**config.mk**
```make
export PLATFORM = sky130hd
export DESIGN_NAME = modbus_encoder_rope_length_tracker_unit
export DESIGN_NICKNAME = d
export VERILOG_FILES = /design/src/rtl/core/mrlt_pkg.sv /design/src/rtl/core/mrlt_div.sv /design/src/rtl/core/mrlt_frame.sv /design/src/rtl/core/modbus_encoder_rope_length_tracker_unit.sv
export VERILOG_INCLUDE_DIRS = /design/src /design/src/rtl/core
export SDC_FILE = /design/constraint.sdc
export NUM_CORES = 2
export LEC_CHECK = 0
export ABC_AREA = 1
export BUFFER_PORTS_ARGS = -buffer_cell sky130_fd_sc_hd__buf_2
export CAP_MARGIN = 20
export CORE_MARGIN = 5
export CORE_UTILIZATION = 33
export DETAILED_ROUTE_END_ITERATION = 10
export SYNTH_ARGS = -nofsm -noshare
export SYNTH_HDL_FRONTEND = slang
export SYNTH_HIERARCHICAL = 1
export SYNTH_SLANG_ARGS = --single-unit
```
**constraint.sdc**
```tcl
create_clock -name i_clk -period 9.6 [get_ports i_clk]
set_input_delay 0.96 -clock i_clk [delete_from_list [all_inputs] [get_ports i_clk]]
set_output_delay 0.96 -clock i_clk [all_outputs]
set_load 0.01 [all_outputs]
```
**src/rtl/core/modbus_encoder_rope_length_tracker_unit_assert.svh**
```systemverilog
// assertion macros used by the tracker rtl
`ifndef MODBUS_ENCODER_ROPE_LENGTH_TRACKER_UNIT_ASSERT_SVH
`define MODBUS_ENCODER_ROPE_LENGTH_TRACKER_UNIT_ASSERT_SVH

// same-cycle implication
`define MRLT_ASSERT_IMP(lbl, clk, rst_n, ante, cons) \
    lbl: assert property (@(posedge clk) disable iff (!(rst_n)) (ante) |-> (cons)) \
        else $error("mrlt assertion failed");

// next-cycle implication
`define MRLT_ASSERT_NXT(lbl, clk, rst_n, ante, cons) \
    lbl: assert property (@(posedge clk) disable iff (!(rst_n)) (ante) |=> (cons)) \
        else $error("mrlt assertion failed");

`endif

```
**src/rtl/core/mrlt_pkg.sv**
```systemverilog
`timescale 1ns / 1ps
package mrlt_pkg;

    localparam int MAX_FRAME_BYTES_DEF = 16;
    localparam int KEPT_BYTES          = 7;

    // request codes
    localparam logic [1:0] FUNC_MEASURE = 2'd0;
    localparam logic [1:0] FUNC_ZERO    = 2'd1;
    localparam logic [1:0] FUNC_REBASE  = 2'd2;
    localparam logic [1:0] FUNC_RESTORE = 2'd3;

    // result status codes
    localparam logic [2:0] ST_OK         = 3'd0;
    localparam logic [2:0] ST_SHORT      = 3'd1;
    localparam logic [2:0] ST_BAD_ADDR   = 3'd2;
    localparam logic [2:0] ST_BAD_FUNC   = 3'd3;
    localparam logic [2:0] ST_BAD_COUNT  = 3'd4;

    // frame constants
    localparam logic [7:0] FC_READ_HOLD  = 8'h03;
    localparam logic [7:0] BC_TWO        = 8'h02;
    localparam logic [7:0] BC_FOUR       = 8'h04;

    // configuration register indexes
    localparam int         CFG_IDX_W       = 3;
    localparam int         CFG_DATA_W      = 48;
    localparam logic [2:0] CFG_SLAVE_ADDR  = 3'd0;
    localparam logic [2:0] CFG_COUNTS      = 3'd1;
    localparam logic [2:0] CFG_LEN_PER     = 3'd2;
    localparam logic [2:0] CFG_BASE_SET    = 3'd3;
    localparam logic [2:0] CFG_ZERO_SET    = 3'd4;

    localparam logic [7:0]  RST_SLAVE_ADDR = 8'd1;
    localparam logic [24:0] RST_COUNTS     = 25'd4096;
    localparam logic [31:0] RST_LEN_PER    = 32'd20588940;

    // shared divider
    localparam int DIV_W     = 64;
    localparam int DIV_REM_W = 25;
    localparam int DIV_CNT_W = $clog2(DIV_W + 1);

    localparam int ANGLE_W = 57;
    localparam int LEN_W   = 48;

    typedef struct packed {
        logic [2:0]  status;
        logic [31:0] value;
    } t_frame_chk;

endpackage

```
**src/rtl/core/mrlt_div.sv**
```systemverilog
`timescale 1ns / 1ps
module mrlt_div (
    input  logic                               i_clk,
    input  logic                               i_rst_n,
    input  logic                               i_start,
    input  logic [mrlt_pkg::DIV_W-1:0]         i_dividend,
    input  logic [mrlt_pkg::DIV_REM_W-1:0]     i_divisor,
    output logic                               o_busy,
    output logic                               o_done,
    output logic [mrlt_pkg::DIV_W-1:0]         o_quotient
);

    logic [mrlt_pkg::DIV_W-1:0]     r_q;
    logic [mrlt_pkg::DIV_REM_W-1:0] r_rem;
    logic [mrlt_pkg::DIV_REM_W-1:0] r_div;
    logic [mrlt_pkg::DIV_CNT_W-1:0] r_cnt;
    logic                           r_busy;
    logic                           r_done;

    logic [mrlt_pkg::DIV_REM_W:0]   rem_sh;
    logic [mrlt_pkg::DIV_REM_W+1:0] diff;
    logic                           ge;

    // one restoring step: bring down the next dividend bit
    assign rem_sh = {r_rem, r_q[mrlt_pkg::DIV_W-1]};
    assign diff   = {1'b0, rem_sh} - {2'b00, r_div};
    assign ge     = !diff[mrlt_pkg::DIV_REM_W+1];

    always_ff @(posedge i_clk) begin
        if (!i_rst_n) begin
            r_busy <= 1'b0;
            r_done <= 1'b0;
            r_cnt  <= '0;
        end else begin
            r_done <= 1'b0;
            if (i_start) begin
                r_busy <= 1'b1;
                r_cnt  <= mrlt_pkg::DIV_CNT_W'(mrlt_pkg::DIV_W);
            end else if (r_busy) begin
                r_cnt <= r_cnt - 1'b1;
                if (r_cnt == mrlt_pkg::DIV_CNT_W'(1)) begin
                    r_busy <= 1'b0;
                    r_done <= 1'b1;
                end
            end
        end
    end

    always_ff @(posedge i_clk) begin
        if (i_start) begin
            r_q   <= i_dividend;
            r_rem <= '0;
            r_div <= i_divisor;
        end else if (r_busy) begin
            r_q   <= {r_q[mrlt_pkg::DIV_W-2:0], ge};
            r_rem <= ge ? diff[mrlt_pkg::DIV_REM_W-1:0] : rem_sh[mrlt_pkg::DIV_REM_W-1:0];
        end
    end

    assign o_busy     = r_busy;
    assign o_done     = r_done;
    assign o_quotient = r_q;

endmodule

```
**src/rtl/core/mrlt_frame.sv**
```systemverilog
`timescale 1ns / 1ps
module mrlt_frame #(
    parameter int MAX_FRAME_BYTES = mrlt_pkg::MAX_FRAME_BYTES_DEF
) (
    input  logic                 i_clk,
    input  logic                 i_rst_n,
    input  logic                 i_wr,
    input  logic [7:0]           i_byte,
    input  logic                 i_last,
    input  logic [7:0]           i_slave_addr,
    output mrlt_pkg::t_frame_chk o_chk
);

    localparam int PW = $clog2(MAX_FRAME_BYTES + 1);

    logic [PW-1:0] r_pos;
    logic [PW-1:0] n_pos;
    logic          r_short;
    logic [7:0]    r_bytes [0:mrlt_pkg::KEPT_BYTES-1];

    // count saturates at the frame limit, later bytes are dropped
    assign n_pos = (r_pos < PW'(MAX_FRAME_BYTES)) ? r_pos + 1'b1 : r_pos;

    always_ff @(posedge i_clk) begin
        if (!i_rst_n) begin
            r_pos   <= '0;
            r_short <= 1'b0;
        end else if (i_wr) begin
            if (i_last) begin
                r_pos   <= '0;
                r_short <= n_pos < PW'(mrlt_pkg::KEPT_BYTES);
            end else begin
                r_pos <= n_pos;
            end
        end
    end

    always_ff @(posedge i_clk) begin
        for (int k = 0; k < mrlt_pkg::KEPT_BYTES; k++) begin
            if (i_wr && r_pos == PW'(k)) begin
                r_bytes[k] <= i_byte;
            end
        end
    end

    always_comb begin
        o_chk.status = mrlt_pkg::ST_OK;
        if (r_short) begin
            o_chk.status = mrlt_pkg::ST_SHORT;
        end else if (r_bytes[0] != i_slave_addr) begin
            o_chk.status = mrlt_pkg::ST_BAD_ADDR;
        end else if (r_bytes[1] != mrlt_pkg::FC_READ_HOLD) begin
            o_chk.status = mrlt_pkg::ST_BAD_FUNC;
        end else if (r_bytes[2] != mrlt_pkg::BC_FOUR && r_bytes[2] != mrlt_pkg::BC_TWO) begin
            o_chk.status = mrlt_pkg::ST_BAD_COUNT;
        end
        // big-endian register payload
        if (r_bytes[2] == mrlt_pkg::BC_FOUR) begin
            o_chk.value = {r_bytes[3], r_bytes[4], r_bytes[5], r_bytes[6]};
        end else begin
            o_chk.value = {16'h0000, r_bytes[3], r_bytes[4]};
        end
    end

endmodule

```
**src/rtl/core/modbus_encoder_rope_length_tracker_unit.sv**
```systemverilog
`timescale 1ns / 1ps
// channel | direction | handshake                  | payload
// in      | in        | i_in_valid / o_in_ready    | i_func, i_rx_byte, i_frame_end
// out     | out       | o_out_valid / i_out_ready  | o_status, o_turn_value, o_angle,
//         |           |                            | o_rope_length
// cfg     | in        | i_cfg_valid / o_cfg_ready  | i_cfg_index, i_cfg_data
//
// a byte that does not end a frame, and a restore request, leave the sequencer idle
// a frame end runs through check, 64-step angle division, multiply,
// 64-step length division, write-back; a zero calibration skips the second division
// all of it goes through one shared bit-serial divider
// synchronous active-low reset; no clearing pass, captured bytes need no reset
// a finished result waits in the output register; non-final bytes are still taken,
// a further frame end holds at write-back until the result is taken
module modbus_encoder_rope_length_tracker_unit #(
    parameter int MAX_FRAME_BYTES = mrlt_pkg::MAX_FRAME_BYTES_DEF
) (
    input  logic                                i_clk,
    input  logic                                i_rst_n,
    input  logic                                i_in_valid,
    output logic                                o_in_ready,
    input  logic [1:0]                          i_func,
    input  logic [7:0]                          i_rx_byte,
    input  logic                                i_frame_end,
    output logic                                o_out_valid,
    input  logic                                i_out_ready,
    output logic [2:0]                          o_status,
    output logic [31:0]                         o_turn_value,
    output logic [mrlt_pkg::ANGLE_W-1:0]        o_angle,
    output logic signed [mrlt_pkg::LEN_W-1:0]   o_rope_length,
    input  logic                                i_cfg_valid,
    output logic                                o_cfg_ready,
    input  logic [mrlt_pkg::CFG_IDX_W-1:0]      i_cfg_index,
    input  logic [mrlt_pkg::CFG_DATA_W-1:0]     i_cfg_data
);

    `include "modbus_encoder_rope_length_tracker_unit_assert.svh"

    localparam logic [2:0] S_IDLE  = 3'd0;
    localparam logic [2:0] S_CHECK = 3'd1;
    localparam logic [2:0] S_ANG   = 3'd2;
    localparam logic [2:0] S_MUL   = 3'd3;
    localparam logic [2:0] S_LEN   = 3'd4;
    localparam logic [2:0] S_OUT   = 3'd5;

    localparam int SUM_W = mrlt_pkg::LEN_W + 2;

    // configuration
    logic [7:0]                      r_slave_addr;
    logic [24:0]                     r_counts;
    logic [31:0]                     r_len_per;
    logic [mrlt_pkg::LEN_W-1:0]      r_base_set;
    logic [31:0]                     r_zero_set;

    // tracking state
    logic [31:0]                     r_zero;
    logic [mrlt_pkg::LEN_W-1:0]      r_base;

    // sequencer
    logic [2:0]                      r_state;
    logic [1:0]                      r_func;
    logic [2:0]                      r_st;
    logic [31:0]                     r_val;
    logic [mrlt_pkg::ANGLE_W-1:0]    r_ang;
    logic [mrlt_pkg::LEN_W-1:0]      r_len;
    logic [31:0]                     r_mag;
    logic                            r_neg;

    // output register
    logic                            r_out_valid;
    logic [2:0]                      r_out_st;
    logic [31:0]                     r_out_val;
    logic [mrlt_pkg::ANGLE_W-1:0]    r_out_ang;
    logic [mrlt_pkg::LEN_W-1:0]      r_out_len;

    logic                            in_acc;
    logic                            frame_wr;
    mrlt_pkg::t_frame_chk            chk;

    logic                            div_start;
    logic [mrlt_pkg::DIV_W-1:0]      div_dividend;
    logic [mrlt_pkg::DIV_REM_W-1:0]  divisor;
    logic                            div_busy;
    logic                            div_done;
    logic [mrlt_pkg::DIV_W-1:0]      div_q;

    logic [40:0]                     val_x360;
    logic [48:0]                     q_clamp;
    logic signed [SUM_W-1:0]         delta;
    logic signed [SUM_W-1:0]         sum;
    logic [mrlt_pkg::LEN_W-1:0]      sum_sat;
    logic                            out_free;

    assign in_acc      = i_in_valid && o_in_ready;
    assign frame_wr    = in_acc && i_func != mrlt_pkg::FUNC_RESTORE;
    assign o_in_ready  = r_state == S_IDLE;
    assign o_cfg_ready = 1'b1;
    assign out_free    = !r_out_valid || i_out_ready;

    mrlt_frame #(
        .MAX_FRAME_BYTES(MAX_FRAME_BYTES)
    ) u_frame (
        .i_clk       (i_clk),
        .i_rst_n     (i_rst_n),
        .i_wr        (frame_wr),
        .i_byte      (i_rx_byte),
        .i_last      (i_frame_end),
        .i_slave_addr(r_slave_addr),
        .o_chk       (chk)
    );

    // zero counts per turn behaves as one
    assign divisor  = (r_counts == '0) ? mrlt_pkg::DIV_REM_W'(1) : r_counts;
    assign val_x360 = {9'd0, chk.value} * 41'd360;

    always_comb begin
        div_start    = 1'b0;
        div_dividend = {7'd0, val_x360, 16'd0};
        if (r_state == S_CHECK && chk.status == mrlt_pkg::ST_OK) begin
            div_start = 1'b1;
        end else if (r_state == S_MUL) begin
            div_start    = 1'b1;
            div_dividend = {32'd0, r_mag} * {32'd0, r_len_per};
        end
    end

    mrlt_div u_div (
        .i_clk     (i_clk),
        .i_rst_n   (i_rst_n),
        .i_start   (div_start),
        .i_dividend(div_dividend),
        .i_divisor (divisor),
        .o_busy    (div_busy),
        .o_done    (div_done),
        .o_quotient(div_q)
    );

    // quotient clamped to 2^48, signed add with base, saturate to 48 bits
    always_comb begin
        q_clamp = (|div_q[63:48]) ? {1'b1, 48'd0} : {1'b0, div_q[47:0]};
        delta   = r_neg ? -$signed({1'b0, q_clamp}) : $signed({1'b0, q_clamp});
        sum     = $signed({{2{r_base[mrlt_pkg::LEN_W-1]}}, r_base}) + delta;
        if (sum[SUM_W-1:mrlt_pkg::LEN_W-1] == '0 || sum[SUM_W-1:mrlt_pkg::LEN_W-1] == '1) begin
            sum_sat = sum[mrlt_pkg::LEN_W-1:0];
        end else if (sum[SUM_W-1]) begin
            sum_sat = {1'b1, {(mrlt_pkg::LEN_W-1){1'b0}}};
        end else begin
            sum_sat = {1'b0, {(mrlt_pkg::LEN_W-1){1'b1}}};
        end
    end

    always_ff @(posedge i_clk) begin
        if (!i_rst_n) begin
            r_slave_addr <= mrlt_pkg::RST_SLAVE_ADDR;
            r_counts     <= mrlt_pkg::RST_COUNTS;
            r_len_per    <= mrlt_pkg::RST_LEN_PER;
            r_base_set   <= '0;
            r_zero_set   <= '0;
        end else if (i_cfg_valid) begin
            case (i_cfg_index)
                mrlt_pkg::CFG_SLAVE_ADDR: r_slave_addr <= i_cfg_data[7:0];
                mrlt_pkg::CFG_COUNTS:     r_counts     <= i_cfg_data[24:0];
                mrlt_pkg::CFG_LEN_PER:    r_len_per    <= i_cfg_data[31:0];
                mrlt_pkg::CFG_BASE_SET:   r_base_set   <= i_cfg_data[mrlt_pkg::LEN_W-1:0];
                mrlt_pkg::CFG_ZERO_SET:   r_zero_set   <= i_cfg_data[31:0];
                default: ;
            endcase
        end
    end

    always_ff @(posedge i_clk) begin
        if (!i_rst_n) begin
            r_state     <= S_IDLE;
            r_zero      <= '0;
            r_base      <= '0;
            r_out_valid <= 1'b0;
        end else begin
            if (r_state == S_OUT && out_free) begin
                r_out_valid <= 1'b1;
            end else if (r_out_valid && i_out_ready) begin
                r_out_valid <= 1'b0;
            end
            case (r_state)
                S_IDLE: begin
                    if (in_acc) begin
                        if (i_func == mrlt_pkg::FUNC_RESTORE) begin
                            r_zero <= r_zero_set;
                            r_base <= r_base_set;
                        end else if (i_frame_end) begin
                            r_state <= S_CHECK;
                        end
                    end
                end
                S_CHECK: begin
                    if (chk.status == mrlt_pkg::ST_OK) begin
                        r_state <= S_ANG;
                    end else begin
                        r_state <= S_OUT;
                    end
                end
                S_ANG: begin
                    if (div_done) begin
                        if (r_func == mrlt_pkg::FUNC_ZERO) begin
                            r_zero  <= r_val;
                            r_state <= S_OUT;
                        end else begin
                            r_state <= S_MUL;
                        end
                    end
                end
                S_MUL: begin
                    r_state <= S_LEN;
                end
                S_LEN: begin
                    if (div_done) begin
                        if (r_func == mrlt_pkg::FUNC_REBASE) begin
                            r_base <= sum_sat;
                            r_zero <= r_val;
                        end
                        r_state <= S_OUT;
                    end
                end
                S_OUT: begin
                    if (out_free) begin
                        r_state <= S_IDLE;
                    end
                end
                default: r_state <= S_IDLE;
            endcase
        end
    end

    always_ff @(posedge i_clk) begin
        if (r_state == S_IDLE && in_acc) begin
            r_func <= i_func;
        end
        if (r_state == S_CHECK) begin
            r_st  <= chk.status;
            r_val <= (chk.status == mrlt_pkg::ST_OK) ? chk.value : 32'd0;
            r_ang <= '0;
            r_len <= '0;
        end
        if (r_state == S_ANG && div_done) begin
            r_ang <= div_q[mrlt_pkg::ANGLE_W-1:0];
            r_neg <= r_val < r_zero;
            r_mag <= (r_val < r_zero) ? r_zero - r_val : r_val - r_zero;
            if (r_func == mrlt_pkg::FUNC_ZERO) begin
                r_len <= r_base;
            end
        end
        if (r_state == S_LEN && div_done) begin
            r_len <= sum_sat;
        end
        if (r_state == S_OUT && out_free) begin
            r_out_st  <= r_st;
            r_out_val <= r_val;
            r_out_ang <= r_ang;
            r_out_len <= r_len;
        end
    end

    assign o_out_valid   = r_out_valid;
    assign o_status      = r_out_st;
    assign o_turn_value  = r_out_val;
    assign o_angle       = r_out_ang;
    assign o_rope_length = $signed(r_out_len);

    `MRLT_ASSERT_IMP(a_err_zero, i_clk, i_rst_n, o_out_valid && o_status != mrlt_pkg::ST_OK, o_turn_value == '0 && o_angle == '0 && o_rope_length == '0)
    `MRLT_ASSERT_IMP(a_div_idle_start, i_clk, i_rst_n, div_start, !div_busy)
    `MRLT_ASSERT_NXT(a_end_to_check, i_clk, i_rst_n, frame_wr && i_frame_end, r_state == S_CHECK)

endmodule
```
* Word-level counts from Yosys, hierarchy flattened *
Memories as Yosys holds them, arrays and structs flattened.
Index checks and enable logic that the tools add are counted.

word-level totals
  register bits after elaboration = 673
  latch bits = 0
  RAM bits = 56
  memory bits (read-only) = 0
  output and inout port bits = 143
  logic and storage cells = 214
  memories = 1

memory list
  memory           depth  bits a word  read ports  clocked after memory_dff  wr ports  RTL line          RTL
  u_frame.r_bytes  7      8            7           0                         1         mrlt_frame.sv:19  logic [7:0] r_bytes [0:mrlt_pkg::KEPT_BYTES-1];

operators by class
  $add $sub $neg = 7
  multiply operators = 2
  divide/modulo/power cells = 0
  order comparisons = 3
  eq/ne operators = 35
  shift-type cells = 0
  mux-type cells = 86
  bitwise operators = 2
  reductions and logical operators = 49

operators by type and width
  kind                     number
  $mux W48                 10
  $mux W32                 8
  $mux W64                 4
  $mux W57                 2
  $pmux W32 S3             1
  $pmux W48 S2             1
  $mul A32 B32 Y64         1
  $sub A32 B32 Y32         2
  $mux W3                  18
  $add A48 B50 Y50         1
  $mux W50                 1
  $neg A49 Y50             1
  $mux W49                 1
  $mux W8                  6
  $reduce_or A8 Y1         6
  $mul A32 B6 Y38 const B  1
  $lt A32 B32 Y1           1
  $mux W1                  28
  $sub A26 B25 Y27         1
  $logic_not A25 Y1        1
  $mux W25                 1
  $pmux W3 S6              1
  $logic_and A1 B1 Y1      16
  $ne A8 B2 Y1 const B     2
  other kinds (34)         69

* Logic depth before layout (Yosys ltp) *
  depth in word-level cells = 13
  mapped depth = 38

* Modules after synthesis *
The synthesis kept the hierarchy.

by module, submodules not included
  module                                   instances  cells an instance  area an instance (µm²)  sequential area each (µm²)
  modbus_encoder_rope_length_tracker_unit  1          8587               66895.4                 13563.0
  mrlt_div                                 1          945                7121.8                  3353.2
  mrlt_frame                               1          264                2756.4                  1801.7

* Least setup slack after synthesis *
OpenSTA, ideal clock, no wires.

  kind = register to register
  start = register r_state[0]
  end = register u_div.r_q, in the netlist u_div/o_quotient[0] (enable)
  library setup time = 0.422 ns
  arrival time = 7.977 ns
  required time = 9.178 ns
  setup slack = 1.201 ns
  cell stages (with the launch flop) = 8
  cell sequence = dfxtp_1 -> inv_1 -> nor3_1 -> clkinv_1 -> clkbuf_1 -> o21ai_0 -> nor2_1 -> inv_1

on the way
  cells in the longest elaborated chain, start to end = 4

RTL lines
  element                                                RTL line                                                                                        RTL
  start, declared                                        modbus_encoder_rope_length_tracker_unit.sv:60                                                   logic [2:0] r_state;
  start signal, assigned                                 modbus_encoder_rope_length_tracker_unit.sv:173                                                  r_state <= S_IDLE;
  start signal, assigned                                 modbus_encoder_rope_length_tracker_unit.sv:190                                                  r_state <= S_CHECK;
  start signal, assigned                                 modbus_encoder_rope_length_tracker_unit.sv:196                                                  r_state <= S_ANG;
  $eq A3 B2 Y1 / $eq A3 B1 Y1 (equally long branches)    modbus_encoder_rope_length_tracker_unit.sv:121, modbus_encoder_rope_length_tracker_unit.sv:119
  $mux W1 / $logic_and A1 B1 Y1 (equally long branches)  modbus_encoder_rope_length_tracker_unit.sv:121, modbus_encoder_rope_length_tracker_unit.sv:119
  $mux W1 *                                              modbus_encoder_rope_length_tracker_unit.sv:119                                                  if (r_state == S_CHECK && chk.status == mrlt_pkg::ST_OK) begin
  via div_start                                          modbus_encoder_rope_length_tracker_unit.sv:80                                                   logic div_start;
  $reduce_bool A2 Y1 (no line) *                         --
  end signal, assigned                                   mrlt_div.sv:51                                                                                  r_q <= i_dividend;
  end signal, assigned                                   mrlt_div.sv:55                                                                                  r_q <= {r_q[mrlt_pkg::DIV_W-2:0], ge};
  end, declared                                          mrlt_div.sv:13                                                                                  logic [mrlt_pkg::DIV_W-1:0] r_q;

Mark *: on every way through the listed nets, which the timed path passes. The rest lies on a longest branch.
A chain may end at the register's enable or synchronous reset.

* Worst setup path in the final report *
  start = register r_mag[10]
  end = register u_div.r_q, in the netlist u_div/o_quotient[53] (data pin)

on the way
  cells in the longest elaborated chain, start to end = 4

RTL lines
  element                    RTL line                                        RTL
  start, declared            modbus_encoder_rope_length_tracker_unit.sv:66   logic [31:0] r_mag;
  start signal, assigned     modbus_encoder_rope_length_tracker_unit.sv:246  r_mag <= (r_val < r_zero) ? r_zero - r_val : r_val - r_zero;
  $mul A32 B32 Y64           modbus_encoder_rope_length_tracker_unit.sv:123  div_dividend = {32'd0, r_mag} * {32'd0, r_len_per};
  $mux W64                   modbus_encoder_rope_length_tracker_unit.sv:121  end else if (r_state == S_MUL) begin
  $mux W64                   modbus_encoder_rope_length_tracker_unit.sv:119
  via div_dividend, one bit  modbus_encoder_rope_length_tracker_unit.sv:81   logic [mrlt_pkg::DIV_W-1:0] div_dividend;
  $mux W64                   mrlt_div.sv:50                                  if (i_start) begin

The timed path passes the listed nets, and every way through them passes these cells.

==> impl_results.md <==
- Row cnt: 177
- Total track usage: 20.2%
- Vias in the first global route: 62600
- Total Nets Final: 11300
- Largest net degree at the start of global routing: 97
- Synth cell types: 65
- Cell taking the most area after synthesis: fa_1
- Sum Neg Setup Slack: 0 ns
- Initial antenna violation count: 11
- Period utilization: 91.0%
- DIE HEIGHT: 492 µm
- Fmax: 114 MHz
- Skew final: approximately 0.043 ns
- Initial DRT Pass Iterations: 6
- Post-CTS Setup Bufs: 0
- RSZ-0062 raised after global routing: false
- Filler Cell Count: between 20000 and 25000
- Reg clk slew, reported paths: 0.07 ns
- Final Hold Fails: 0
- Final Wtd Congestion: 0.968
- CP startpoint kind: flip-flop
- Min-delay worst type: flip-flop to flip-flop
- Cell Count, Final, Fillers Out: 12900
- Max-Cap Viols: 0
- Hold_buf cts: 0
- DIE AREA: 242000 µm²
- Via count: ~63000
- Layout cell share with drive strength beyond 1: 6.04%
- WL final: 247000 µm
- WS Path Type: flip-flop to flip-flop
- Worst-margin pin slew: 1.15 ns
- Hold WS: 0.417 ns
- Critical path arrival: 9.20 ns
- CP max FO: 18
- Yosys reg bits: roughly 730
- Initial Utilization: about a third
- # clock sinks: between 700 and 800
- CTS tree: built
- Tmin final: 8.74 ns
- Initial DRC count: 5748
- Power Dens Cells: ~270 nW/µm²
- Clock Latency Late Sink: slightly above 0.7 ns
- Detailed Place HPWL: 197000 µm
- Top cells by area, synth: fa_1, edfxtp_1, nand2_1
- Synth top area share: 25.0%
- VDD IR-drop max: around 0.48 mV
- Port Buffers: 208
- Rel. slew slack: 23.4%
- Clock Tree Buf Depth: 3
- Critical path endpoint category: flip-flop
- Core Region: 232000 µm²
- DR vias/cell: 4.88
- Number of remaining DRC errors: 0
- Syn Inst Count: 9796
- YS warnings: 6
- Post-route ant nets: 0
- Static Leak: 0.0434 µW
- Sequential area share after synthesis: around 24%
- CTS root buf: clkbuf_16
- Wire per inst: roughly 19 µm
- Syn Area/Cell: 7.84 µm²
- Post-synth EDFFs: 412
- Synth Net Count: between 10000 and 15000
- Ys flop type: edfxtp_1
- Final-report max-slew violation count: 0
- Placed cell count: between 10000 and 15000
- GRT overflow: 0
- PostCTS Resize Cnt: 0
- First-pass GRT wire length: 381000 µm
- TritonCTS buffer count: 81
- Final Setup Violations: 0
- Data required, critical path: slightly above 10 ns
- I/O pin cnt: 210
- Status: completed
- H-tree levels: 3
- Die W: 492 µm
- Layout area overhead: 9.01%
- Asr flop ratio synth: 0%
- Synthesized cell area: about 77000 µm²
-- critical path, cell delays in order, from the launching register on --
cell      delay [ns]
edfxtp_1        1.11
buf_4           0.29
nand2_1         0.06
inv_1           0.10
fa_1            0.42
fa_1            0.50
inv_1           0.06
fa_1            0.45
fa_1            0.51
fa_1            0.55
inv_1           0.05
fa_1            0.50
fa_1            0.53
fa_1            0.43
ha_1            0.41
nand2_1         0.12
nor2_1          0.29
nand2_1         0.13
nor4_1          0.53
nand3_1         0.19
nand3_1         0.32
a21o_1          0.21
a21oi_1         0.07
o21ai_0         0.25
o21ai_0         0.21
nand2_1         0.11
nand2_1         0.05
-- synthesized netlist by cell type (23+ instances only) --
library cell     n
clkbuf_1       384
a211oi_1        41
nand2_1       2397
xor2_1         105
xnor2_1         71
fa_1           958
o211ai_1        32
nor2_1         729
nand3_1        211
inv_1         2163
a21oi_1        542
edfxtp_1       412
dfxtp_1        317
a21o_1          25
nand4_1         27
nor3_1          52
o21ai_0        483
nor4_1          23
ha_1           480
a31oi_1         45
nand3b_1        26
-- report_power, final --
| group | internal [µW] | switching, µW | total (µW) |
|---|---|---|---|
| clock network | 1760 | 1450 | 3210 |
| registers | 3850 | 324 | 4170 |
| logic | 4750 | 10500 | 15200 |
| total | 10400 | 12300 | 22600 |
-- stage by stage --
step / instance area, µm² / util [%] / power, µW / setup slack [ns]
finish: 83700 / 36.1 / 22600 / 0.863
detailed placement: 80900 / 34.9 / 19200 / 1.13
floorplan: 76800 / - / 13900 / 1.20
global route: 83700 / 36.1 / 24300 / 0.608
CTS: 83600 / 36.0 / 22500 / 1.10
global placement: 80900 / 34.9 / 19300 / 1.06
-- layout make-up --
cell class | instances | area [µm²] | share of cell area (%)
Antenna cell | 11 | 27.5 | 0.0329
Clock buffer | 98 | 2160 | 2.58
Clock inverter | 53 | 474 | 0.567
Inverter | 2179 | 8180 | 9.78
Multi-Input combinational cell | 6444 | 48100 | 57.5
Sequential cell | 729 | 18700 | 22.4
Tap cell | 3043 | 3810 | 4.55
Timing Repair Buffer | 350 | 2170 | 2.59
-- layout by cell type (no fill, tap or decap), types with 22 or more instances in the layout --
cell type,n
nand2_1,2393
inv_1,2158
fa_1,958
nor2_1,724
a21oi_1,542
o21ai_0,482
ha_1,480
edfxtp_1,412
dfxtp_1,314
nand3_1,209
buf_2,207
buf_4,139
xor2_1,105
clkbuf_16,83
xnor2_1,71
nor3_1,48
a31oi_1,45
a211oi_1,41
o211ai_1,32
nand4_1,27
nand3b_1,26
a21o_1,25
nor4_1,23
o21a_1,22
nand3_2,22
-- worst paths after layout --
path	start	endpoint	slack [ns]	depth (start not counted)
min	r_ang[22]	o_angle[22]	0.42	0
min reg2reg	r_ang[22]	o_angle[22]	0.42	0
max reg2reg	r_mag[10]	u_div/o_quotient[53]	0.86	26
max	r_mag[10]	u_div/o_quotient[53]	0.86	26
-- routing by layer --
metal | vias to the layer above | global-route usage [%] | wire (µm)
li1 | 29800 | - | -
met1 | 30600 | 27.7 | 108000
met2 | 2120 | 32.0 | 110000
met3 | 438 | 3.29 | 17300
met4 | 0 | 8.13 | 12000
met5 | - | 0 | 0
-- flip-flops by register name (all words and copies together) (netlist names), 32 cells and up --
name              cells
o_turn_value         32
r_len_per            32
r_mag                32
u_frame/r_bytes      56
u_div/o_quotient     64
r_len                48
r_base               48
o_rope_length        48
r_val                32
o_angle              57
r_ang                57
r_base_set           48
r_zero_set           32
r_zero               32
-- cells by family after synthesis --
logic type      Yosys count  share of synthesized area, %
buf+inv                2623                          13.0
simple gates           3540                          18.5
xor+xnor                176                          2.01
compound gates         1282                          9.15
other cells               1                       0.00488
flops                   729                          24.4
fa+ha+maj              1438                          32.8
mux                       7                        0.0913
(Power assumes the default switching activity.)
